<file path="config.mk">
export PLATFORM = sky130hd
export DESIGN_NAME = seq_ack_timeout_tracker
export DESIGN_NICKNAME = d
export VERILOG_FILES = /design/src/rtl/sat_pkg.sv /design/src/rtl/seq_ack_timeout_tracker.sv /design/src/rtl/sat_ctrl.sv /design/src/rtl/sat_dp.sv
export SDC_FILE = /design/constraint.sdc
export NUM_CORES = 2
export LEC_CHECK = 0
export BUFFER_PORTS_ARGS = -buffer_cell sky130_fd_sc_hd__buf_2
export CORE_UTILIZATION = 41
export CTS_CLUSTER_DIAMETER = 50
export CTS_CLUSTER_SIZE = 40
export DETAILED_ROUTE_END_ITERATION = 12
export MAX_ROUTING_LAYER = met4
export PLACE_DENSITY_LB_ADDON = 0.08
export SLEW_MARGIN = 10
export SYNTH_ARGS = -nofsm -noshare
export SYNTH_HDL_FRONTEND = slang
export SYNTH_SLANG_ARGS = --single-unit
</file>
<file path="constraint.sdc">
create_clock -name i_clk -period 5 [get_ports i_clk]
set_input_delay 0 -clock i_clk [delete_from_list [all_inputs] [get_ports i_clk]]
set_output_delay 0 -clock i_clk [all_outputs]
set_load 0.05 [all_outputs]
</file>
<file path="src/rtl/sat_pkg.sv">
`timescale 1ns / 1ps
`default_nettype none

package sat_pkg;

    localparam int SEQ_W = 32;
    localparam int TO_W  = 16;
    localparam int OP_W  = 3;
    localparam int EV_W  = 4;
    localparam int PC_W  = 5;

    localparam logic [TO_W-1:0] TIMEOUT_RESET = 16'd100;

    localparam logic [OP_W-1:0] OP_SEND  = 3'd0;
    localparam logic [OP_W-1:0] OP_RECV  = 3'd1;
    localparam logic [OP_W-1:0] OP_ACK   = 3'd2;
    localparam logic [OP_W-1:0] OP_TICK  = 3'd3;
    localparam logic [OP_W-1:0] OP_DRAIN = 3'd4;
    localparam logic [OP_W-1:0] OP_CLEAR = 3'd5;

    localparam logic [EV_W-1:0] EV_NONE      = 4'd0;
    localparam logic [EV_W-1:0] EV_SENT      = 4'd1;
    localparam logic [EV_W-1:0] EV_ACCEPTED  = 4'd2;
    localparam logic [EV_W-1:0] EV_STALE     = 4'd3;
    localparam logic [EV_W-1:0] EV_SUCCESS   = 4'd4;
    localparam logic [EV_W-1:0] EV_FAILURE   = 4'd5;
    localparam logic [EV_W-1:0] EV_ACKLIST   = 4'd6;
    localparam logic [EV_W-1:0] EV_TABLEFULL = 4'd7;
    localparam logic [EV_W-1:0] EV_ACKFULL   = 4'd8;

    typedef struct packed {
        logic load;
        logic scan_rd;
        logic exec;
        logic pick;
        logic drain_rd;
        logic emit;
    } t_cmd;

    typedef struct packed {
        logic start_scan;
        logic multi;
        logic is_tick;
        logic hit;
        logic out_free;
        logic last;
    } t_status;

endpackage

`default_nettype wire

</file>
<file path="src/rtl/seq_ack_timeout_tracker.sv">
// Flow: ack and tick first scan every pending slot; each code then loads one result into the
// output register, except a drain with queued acks, which gives one result per ack, and a tick
// with expired entries, which gives one per failure. Output stalls hold each result until taken.
// One transaction at a time: a new one is taken only after its last result has been loaded.
// Reset: synchronous, active low; counters, valid bits and the queue count clear, timeout 100.
`timescale 1ns / 1ps
`default_nettype none

module seq_ack_timeout_tracker #(
    parameter int PENDING_DEPTH = 16,
    parameter int ACK_DEPTH     = 16
) (
    input  wire                      i_clk,
    input  wire                      i_rst_n,
    input  wire                      i_cfg_we,
    input  wire [sat_pkg::TO_W-1:0]  i_cfg_wdata,
    input  wire                      i_valid,
    output logic                     o_ready,
    input  wire [sat_pkg::OP_W-1:0]  i_operation,
    input  wire [sat_pkg::SEQ_W-1:0] i_seq_num,
    output logic                     o_valid,
    input  wire                      i_ready,
    output logic [sat_pkg::EV_W-1:0] o_event_res,
    output logic [sat_pkg::SEQ_W-1:0] o_result_seq,
    output logic                     o_last,
    output logic                     o_acks_pending,
    output logic [sat_pkg::PC_W-1:0] o_pending_count
);
    import sat_pkg::*;

    // The walk counter indexes both the pending table and the ack queue.
    localparam int MAXD = (PENDING_DEPTH > ACK_DEPTH) ? PENDING_DEPTH : ACK_DEPTH;
    localparam int IW   = (MAXD > 1) ? $clog2(MAXD) : 1;

    t_cmd          cmd;
    t_status       st;
    logic [IW-1:0] idx;
    logic          in_acc;

    // A transaction is taken only while the controller is idle; a finished result can
    // still be waiting in the output register at that point.
    assign in_acc = i_valid && o_ready;

    sat_ctrl #(
        .PENDING_DEPTH(PENDING_DEPTH),
        .IW           (IW)
    ) u_ctrl (
        .i_clk     (i_clk),
        .i_rst_n   (i_rst_n),
        .i_in_acc  (in_acc),
        .i_st      (st),
        .o_in_ready(o_ready),
        .o_cmd     (cmd),
        .o_idx     (idx)
    );

    // The datapath holds the counters, the valid bits, the three memories and the
    // output register. Status fields shown on a result reflect the state after the
    // whole transaction, because every update finishes before the first result is loaded.
    sat_dp #(
        .PENDING_DEPTH(PENDING_DEPTH),
        .ACK_DEPTH    (ACK_DEPTH),
        .IW           (IW)
    ) u_dp (
        .i_clk          (i_clk),
        .i_rst_n        (i_rst_n),
        .i_cfg_we       (i_cfg_we),
        .i_cfg_wdata    (i_cfg_wdata),
        .i_operation    (i_operation),
        .i_seq_num      (i_seq_num),
        .i_out_ready    (i_ready),
        .i_cmd          (cmd),
        .i_idx          (idx),
        .o_st           (st),
        .o_out_valid    (o_valid),
        .o_event_res    (o_event_res),
        .o_result_seq   (o_result_seq),
        .o_last         (o_last),
        .o_acks_pending (o_acks_pending),
        .o_pending_count(o_pending_count)
    );

endmodule

`default_nettype wire

</file>
<file path="src/rtl/sat_ctrl.sv">
`timescale 1ns / 1ps
`default_nettype none

module sat_ctrl #(
    parameter int PENDING_DEPTH = 16,
    parameter int IW            = 4
) (
    input  wire             i_clk,
    input  wire             i_rst_n,
    input  wire             i_in_acc,
    input  sat_pkg::t_status i_st,
    output logic            o_in_ready,
    output sat_pkg::t_cmd   o_cmd,
    output logic [IW-1:0]   o_idx
);
    import sat_pkg::*;

    typedef enum logic [6:0] {
        S_IDLE     = 7'b0000001,
        S_SCAN     = 7'b0000010,
        S_SCAN_END = 7'b0000100,
        S_EXEC     = 7'b0001000,
        S_PICK     = 7'b0010000,
        S_DRN      = 7'b0100000,
        S_EMIT     = 7'b1000000
    } t_state;

    t_state        r_state, n_state;
    logic [IW-1:0] r_idx, n_idx;

    always_comb begin
        n_state    = r_state;
        n_idx      = r_idx;
        o_cmd      = '0;
        o_in_ready = 1'b0;
        case (r_state)
            S_IDLE: begin
                o_in_ready = 1'b1;
                if (i_in_acc) begin
                    o_cmd.load = 1'b1;
                    n_idx      = '0;
                    n_state    = i_st.start_scan ? S_SCAN : S_EXEC;
                end
            end
            S_SCAN: begin
                o_cmd.scan_rd = 1'b1;
                n_idx         = r_idx + IW'(1);
                if (r_idx == IW'(PENDING_DEPTH - 1)) begin
                    n_state = S_SCAN_END;
                end
            end
            S_SCAN_END: begin
                n_state = S_EXEC;
            end
            S_EXEC: begin
                o_cmd.exec = 1'b1;
                n_idx      = '0;
                if (i_st.multi) begin
                    n_state = i_st.is_tick ? S_PICK : S_DRN;
                end else begin
                    n_state = S_EMIT;
                end
            end
            S_PICK: begin
                o_cmd.pick = 1'b1;
                n_idx      = r_idx + IW'(1);
                if (i_st.hit) begin
                    n_state = S_EMIT;
                end
            end
            S_DRN: begin
                o_cmd.drain_rd = 1'b1;
                n_idx          = r_idx + IW'(1);
                n_state        = S_EMIT;
            end
            S_EMIT: begin
                if (i_st.out_free) begin
                    o_cmd.emit = 1'b1;
                    if (i_st.last) begin
                        n_state = S_IDLE;
                    end else begin
                        n_state = i_st.is_tick ? S_PICK : S_DRN;
                    end
                end
            end
            default: begin
                n_state = S_IDLE;
            end
        endcase
    end

    assign o_idx = r_idx;

    always_ff @(posedge i_clk) begin
        if (!i_rst_n) begin
            r_state <= S_IDLE;
            r_idx   <= '0;
        end else begin
            r_state <= n_state;
            r_idx   <= n_idx;
        end
    end

endmodule

`default_nettype wire

</file>
<file path="src/rtl/sat_dp.sv">
`timescale 1ns / 1ps
`default_nettype none

module sat_dp #(
    parameter int PENDING_DEPTH = 16,
    parameter int ACK_DEPTH     = 16,
    parameter int IW            = 4
) (
    input  wire                          i_clk,
    input  wire                          i_rst_n,
    input  wire                          i_cfg_we,
    input  wire [sat_pkg::TO_W-1:0]      i_cfg_wdata,
    input  wire [sat_pkg::OP_W-1:0]      i_operation,
    input  wire [sat_pkg::SEQ_W-1:0]     i_seq_num,
    input  wire                          i_out_ready,
    input  sat_pkg::t_cmd                i_cmd,
    input  wire [IW-1:0]                 i_idx,
    output sat_pkg::t_status             o_st,
    output logic                         o_out_valid,
    output logic [sat_pkg::EV_W-1:0]     o_event_res,
    output logic [sat_pkg::SEQ_W-1:0]    o_result_seq,
    output logic                         o_last,
    output logic                         o_acks_pending,
    output logic [sat_pkg::PC_W-1:0]     o_pending_count
);
    import sat_pkg::*;

    localparam int PW  = (PENDING_DEPTH > 1) ? $clog2(PENDING_DEPTH) : 1;
    localparam int AW  = (ACK_DEPTH > 1) ? $clog2(ACK_DEPTH) : 1;
    localparam int PCW = $clog2(PENDING_DEPTH + 1);
    localparam int ACW = $clog2(ACK_DEPTH + 1);

    logic [SEQ_W-1:0] m_seq  [PENDING_DEPTH];
    logic [SEQ_W-1:0] m_time [PENDING_DEPTH];
    logic [SEQ_W-1:0] m_ack  [ACK_DEPTH];

    logic [TO_W-1:0]          r_timeout;
    logic [SEQ_W-1:0]         r_send_seq, r_exp_seq, r_now;
    logic [PENDING_DEPTH-1:0] r_valid, r_mask;
    logic [PCW-1:0]           r_pcount;
    logic [ACW-1:0]           r_ack_cnt, r_drain_n;
    logic                     r_found, r_chk, r_out_valid;
    logic [OP_W-1:0]          r_op;
    logic [SEQ_W-1:0]         r_seq, r_rd_seq, r_rd_time, r_rd_ack;
    logic [PW-1:0]            r_slot;
    logic [EV_W-1:0]          r_res_code, r_out_code;
    logic [SEQ_W-1:0]         r_res_seq, r_out_seq;
    logic                     r_last, r_src_mem, r_out_last, r_out_ackp;
    logic [PCW-1:0]           r_out_pc;

    logic                     free_found;
    logic [PW-1:0]            free_slot;
    logic [PW-1:0]            pidx;
    logic [SEQ_W-1:0]         age;
    logic                     expired, match, recv_ok, ack_full, out_free;
    logic [PENDING_DEPTH-1:0] pick_bit;

    always_comb begin
        free_found = 1'b0;
        free_slot  = '0;
        for (int k = PENDING_DEPTH - 1; k >= 0; k--) begin
            if (!r_valid[k]) begin
                free_found = 1'b1;
                free_slot  = PW'(k);
            end
        end
    end

    assign pidx     = i_idx[PW-1:0];
    assign pick_bit = PENDING_DEPTH'(1) << pidx;
    assign age      = r_now - r_rd_time;
    assign expired  = r_valid[r_slot] && (age >= {{(SEQ_W-TO_W){1'b0}}, r_timeout});
    assign match    = r_valid[r_slot] && (r_rd_seq == r_seq) && !r_found;
    assign ack_full = (r_ack_cnt >= ACW'(ACK_DEPTH));
    assign recv_ok  = (r_seq >= r_exp_seq) && !ack_full;
    assign out_free = !r_out_valid || i_out_ready;

    assign o_st.start_scan = (i_operation == OP_ACK) || (i_operation == OP_TICK);
    assign o_st.multi      = ((r_op == OP_TICK) && (r_mask != '0))
                          || ((r_op == OP_DRAIN) && (r_drain_n != '0));
    assign o_st.is_tick    = (r_op == OP_TICK);
    assign o_st.hit        = r_mask[pidx];
    assign o_st.out_free   = out_free;
    assign o_st.last       = r_last;

    // Memories: one write port and one registered read port each.
    always_ff @(posedge i_clk) begin
        if (i_cmd.exec && (r_op == OP_SEND) && free_found) begin
            m_seq[free_slot]  <= r_send_seq;
            m_time[free_slot] <= r_now;
        end
        if (i_cmd.exec && (r_op == OP_RECV) && recv_ok) begin
            m_ack[r_ack_cnt[AW-1:0]] <= r_seq;
        end
        if (i_cmd.scan_rd || (i_cmd.pick && r_mask[pidx])) begin
            r_rd_seq  <= m_seq[pidx];
            r_rd_time <= m_time[pidx];
        end
        if (i_cmd.drain_rd) begin
            r_rd_ack <= m_ack[i_idx[AW-1:0]];
        end
    end

    always_ff @(posedge i_clk) begin
        if (!i_rst_n) begin
            r_timeout   <= TIMEOUT_RESET;
            r_send_seq  <= '0;
            r_exp_seq   <= '0;
            r_now       <= '0;
            r_valid     <= '0;
            r_mask      <= '0;
            r_pcount    <= '0;
            r_ack_cnt   <= '0;
            r_found     <= 1'b0;
            r_chk       <= 1'b0;
            r_out_valid <= 1'b0;
        end else begin
            if (i_cfg_we) begin
                r_timeout <= i_cfg_wdata;
            end
            r_chk <= i_cmd.scan_rd;
            if (i_cmd.load) begin
                r_found <= 1'b0;
                r_mask  <= '0;
                if (i_operation == OP_TICK) begin
                    r_now <= r_now + SEQ_W'(1);
                end
                if (i_operation == OP_DRAIN) begin
                    r_ack_cnt <= '0;
                end
                if (i_operation == OP_CLEAR) begin
                    r_valid   <= '0;
                    r_pcount  <= '0;
                    r_ack_cnt <= '0;
                end
            end
            if (r_chk) begin
                if ((r_op == OP_ACK) && match) begin
                    r_valid[r_slot] <= 1'b0;
                    r_pcount        <= r_pcount - PCW'(1);
                    r_found         <= 1'b1;
                end
                if ((r_op == OP_TICK) && expired) begin
                    r_valid[r_slot] <= 1'b0;
                    r_pcount        <= r_pcount - PCW'(1);
                    r_mask[r_slot]  <= 1'b1;
                end
            end
            if (i_cmd.exec) begin
                if ((r_op == OP_SEND) && free_found) begin
                    r_valid[free_slot] <= 1'b1;
                    r_pcount           <= r_pcount + PCW'(1);
                    r_send_seq         <= r_send_seq + SEQ_W'(1);
                end
                if ((r_op == OP_RECV) && recv_ok) begin
                    r_ack_cnt <= r_ack_cnt + ACW'(1);
                    r_exp_seq <= r_seq + SEQ_W'(1);
                end
            end
            if (i_cmd.pick && r_mask[pidx]) begin
                r_mask[pidx] <= 1'b0;
            end
            if (i_cmd.emit) begin
                r_out_valid <= 1'b1;
            end else if (i_out_ready) begin
                r_out_valid <= 1'b0;
            end
        end
    end

    always_ff @(posedge i_clk) begin
        r_slot <= pidx;
        if (i_cmd.load) begin
            r_op  <= i_operation;
            r_seq <= i_seq_num;
            if (i_operation == OP_DRAIN) begin
                r_drain_n <= r_ack_cnt;
            end
        end
        if (i_cmd.exec) begin
            r_last    <= 1'b1;
            r_src_mem <= 1'b0;
            case (r_op)
                OP_SEND: begin
                    r_res_code <= free_found ? EV_SENT : EV_TABLEFULL;
                    r_res_seq  <= r_send_seq;
                end
                OP_RECV: begin
                    if (r_seq < r_exp_seq) begin
                        r_res_code <= EV_STALE;
                    end else if (ack_full) begin
                        r_res_code <= EV_ACKFULL;
                    end else begin
                        r_res_code <= EV_ACCEPTED;
                    end
                    r_res_seq <= r_seq;
                end
                OP_ACK: begin
                    r_res_code <= r_found ? EV_SUCCESS : EV_NONE;
                    r_res_seq  <= r_seq;
                end
                OP_TICK: begin
                    r_res_code <= EV_NONE;
                    r_res_seq  <= r_now;
                end
                default: begin
                    r_res_code <= EV_NONE;
                    r_res_seq  <= '0;
                end
            endcase
        end
        if (i_cmd.pick && r_mask[pidx]) begin
            r_last    <= ((r_mask & ~pick_bit) == '0);
            r_src_mem <= 1'b1;
        end
        if (i_cmd.drain_rd) begin
            r_last    <= ((ACW'(i_idx) + ACW'(1)) == r_drain_n);
            r_src_mem <= 1'b1;
        end
        if (i_cmd.emit) begin
            if (r_src_mem) begin
                r_out_code <= (r_op == OP_TICK) ? EV_FAILURE : EV_ACKLIST;
                r_out_seq  <= (r_op == OP_TICK) ? r_rd_seq : r_rd_ack;
            end else begin
                r_out_code <= r_res_code;
                r_out_seq  <= r_res_seq;
            end
            r_out_last <= r_last;
            r_out_ackp <= (r_ack_cnt != '0);
            r_out_pc   <= r_pcount;
        end
    end

    assign o_out_valid     = r_out_valid;
    assign o_event_res     = r_out_code;
    assign o_result_seq    = r_out_seq;
    assign o_last          = r_out_last;
    assign o_acks_pending  = r_out_ackp;
    assign o_pending_count = PC_W'(r_out_pc);

    a_pcount_tracks_valid: assert property (@(posedge i_clk) disable iff (!i_rst_n)
        $countones(r_valid) == 32'(r_pcount))
        else $error("pending count does not match valid bits");
    a_ack_cnt_bound: assert property (@(posedge i_clk) disable iff (!i_rst_n)
        r_ack_cnt <= ACW'(ACK_DEPTH))
        else $error("ack queue count beyond depth");
    a_emit_only_free: assert property (@(posedge i_clk) disable iff (!i_rst_n)
        i_cmd.emit |-> out_free)
        else $error("result overwrote a waiting result");

endmodule

`default_nettype wire
</file>
==> summary.txt <==
Outcome
  • Status: finished, final reports clean

Power
  • Leak Pwr: 28.07 nW
  • Pwr/cell area: 397.3 nW/um^2
  • Worst vdd ir: 0.3060 mV
  • Total Power: 36.01 mW

Floorplan
  • Die ar.: 190,100 um^2
  • Initial Util: 41.47%
  • Die height: 436.0 um
  • Rows: 158
  • I/O pin count: 101
  • Total core area: 186,200 um^2
  • Die width: 436.0 um

Job
  • Max cap viols: 0

Setup path
  • Critical path arrival: 5.40 ns
  • WS Path Type: reg2reg
  • CP Launch Type: flop
  • Worst Path Required: 5.72 ns
  • Critical path peak fanout: 8
  • CP endpoint kind: flop

Placement
  • # port buffers: 100
  • Gpl congestion: 0.8609
  • HPWL Detailed: 126,000 um
  • Placed cell areas: 82,410 um^2
  • # placed instances: 6,694

Global route
  • Global-route wire length before repair: 310,400 um
  • GRT overflow: 0
  • Met3 usage: 2.861%
  • Initial antenna violation count: 8
  • GRT Overall Usage: 23.46%
  • M1 GR Usage: 31.51%
  • Global route hottest layer: met2
  • Met2 Use GR: 38.30%
  • Vias in the first global route: 42,010
  • Pin count of the biggest net entering global routing: 115

CTS
  • Worst skew pair latency: 0.84 ns
  • CTS Sinks: 1,925
  • CTS tree: yes
  • Max Root-Sink Buffers: 3
  • Total CTS buffers: 185
  • H-tree Lvls: 4
  • Root cell of the clock tree: clkbuf_16
  • Clock slew at the register clock pins of the worst setup and hold paths: 0.07 ns

Cells and area
  • Nets: 4,694
  • Cell area after layout: 90,620 um^2
  • Final core utilization: 48.66%
  • Post-Layout Cell Count: 7,189
  • Share of cells above drive strength 1: 25.23%
  • Area delta synth->final: 17.34%

Routing
  • Post-route ant nets: 0
  • Initial DRT Pass Iterations: 6
  • Vias/cell: 5.708
  • DR WL/cell: 30.10 um
  • WL final: 216,400 um
  • Initial detailed-routing violation count: 3,760
  • # DRC: 0
  • Via Count: 41,040

STA
  • F_max: 213.8 MHz
  • Crit path time final: 4.676 ns
  • Final Max Tran Viols: 0
  • Slew HR: 23.23%
  • Final Hold Violating Endpoints: 0
  • Worst-Margin Slew: 1.150 ns
  • Clock Skews: 0.03503 ns
  • Setup violators final: 0
  • RSZ-0062 raised after global routing: false
  • Fraction of the cycle the final worst path needs: 93.53%

Yosys
  • Mapped Cells: 4,126
  • Number of synthesized flops with an enable pin: 1,752
  • Cell Area, Synth: 77,230 um^2
  • Top-count cell post-synth: edfxtp_1
  • Sequential area share after synthesis: 72.61%
  • Area contributors post-synth: edfxtp_1 (68%), mux4_2 (14%), dfxtp_1 (4.5%), ha_1 (1.5%), nor2_1 (1.4%)
  • FF+latch count, synth: 1,925
  • Syn Area/Cell: 18.72 um^2
  • Async SR Flop Fraction: 0%
  • Synth cell types: 88
  • Syn_nets: 4,277
  • Top cell type by total area after synthesis: edfxtp_1
  • Ys Warns: 0
  • Synth top cells by count: edfxtp_1 (1,752), mux4_2 (490), nor2_1 (290), nand2_1 (177), dfxtp_1 (173)
  • Commonest register cell after synthesis: edfxtp_1
  • Post-synth top area share: 68.12%

Hold path
  • Hold Crit Class: in2reg
==> critical path, cell delays in order, from the launching register on <==
cell       delay, ns
edfxtp_1        0.37
ha_1            0.24
fa_1            0.40
and2b_1         0.27
o2111ai_4       0.17
a21oi_1         0.27
nor2_1          0.11
nor2_1          0.14
nor2_1          0.07
xnor2_1         0.13
ha_1            0.29
a21o_1          0.16
a221o_1         0.28
a2111o_1        0.45
nor4_4          0.21
a41o_4          0.35
buf_4           0.15
a21o_4          0.16
a21oi_1         0.05
o31a_1          0.28
==> path summary, 6_finish.rpt <==
check        cells past startpoint  slack [ns]               start                 end
max                             19        0.32   u_dp.r_rd_time[0]    u_dp.r_pcount[3]
min reg2reg                      2        0.50  u_dp.r_exp_seq[20]  u_dp.r_exp_seq[20]
min                              4        0.07             i_ready    u_dp.o_out_valid
max reg2reg                     19        0.32   u_dp.r_rd_time[0]    u_dp.r_pcount[3]
==> final cells by class <==
class                   count  area, um^2
fillers                 15440       95600
flip-flops and latches   1925       56090
multi-input cells        1896       20360
clock buffers             211        4967
repair buffers            418        3836
well taps                2480        3103
clock inverters           137        1809
inverters                 117       451.7
diodes                      5       12.51
==> cell families after synthesis <==
logic type                 after synthesis  share of synthesized area (%)
adders and majority gates               95                          1.549
buffers and inverters                  305                          1.489
muxes                                  510                          14.55
and+or+nand+nor                        753                          4.578
xor gates and xnor gates               145                          1.644
DFF                                   1925                          72.61
AOI/OAI and AO/OA                      393                          3.580
==> through the flow <==
step	TNS, ns	worst slack (ns)	hold WS [ns]
2_1_floorplan	-33.28	-0.1733	0.09887
3_3_place_gp	0	0.1250	0.1767
3_5_place_dp	0	0.06218	0.1785
4_1_cts	0	0.02742	0.008366
5_1_grt	0	0.06171	0.07764
6_report	0	0.3235	0.06836
==> report_power, final <==
part	switching, mW	internal [mW]
logic	1.70	0.814
registers	0.188	17.9
clock network	6.87	8.56
total	8.76	27.2
==> cells in the final DEF, fill, tap and decap left out, types with 32 or more instances in the layout <==
cell type / n
o21ai_0: 73
xor2_1: 90
clkbuf_16: 193
buf_2: 100
nand3_1: 58
buf_4: 131
xnor2_1: 54
a21oi_1: 67
inv_1: 113
nand2_1: 177
dlygate4sd3_1: 139
mux4_2: 490
a211oi_1: 39
ha_1: 94
a31oi_1: 41
nor2_1: 260
nand4_1: 44
edfxtp_1: 1752
dfxtp_1: 169
a222oi_1: 32
buf_12: 48
inv_6: 34
==> metal layers <==
| metal | vias to the layer above | share of wire [%] |
|---|---|---|
| met4 | 0 | 2.1 |
| met1 | 22190 | 44 |
| met5 | - | 0 |
| met3 | 257 | 4.0 |
| met2 | 998 | 50 |
| li1 | 17590 | - |
==> what timing repair did <==
item | 4_1_cts | 5_1_grt
resized for setup | 0 | 4
buffers inserted | 0 | 3
hold buffers | 139 | 0
setup endpoints to repair | 0 | 37
hold endpoints to repair | 183 | 0
No activity file was read; power rests on OpenSTA's default activity.
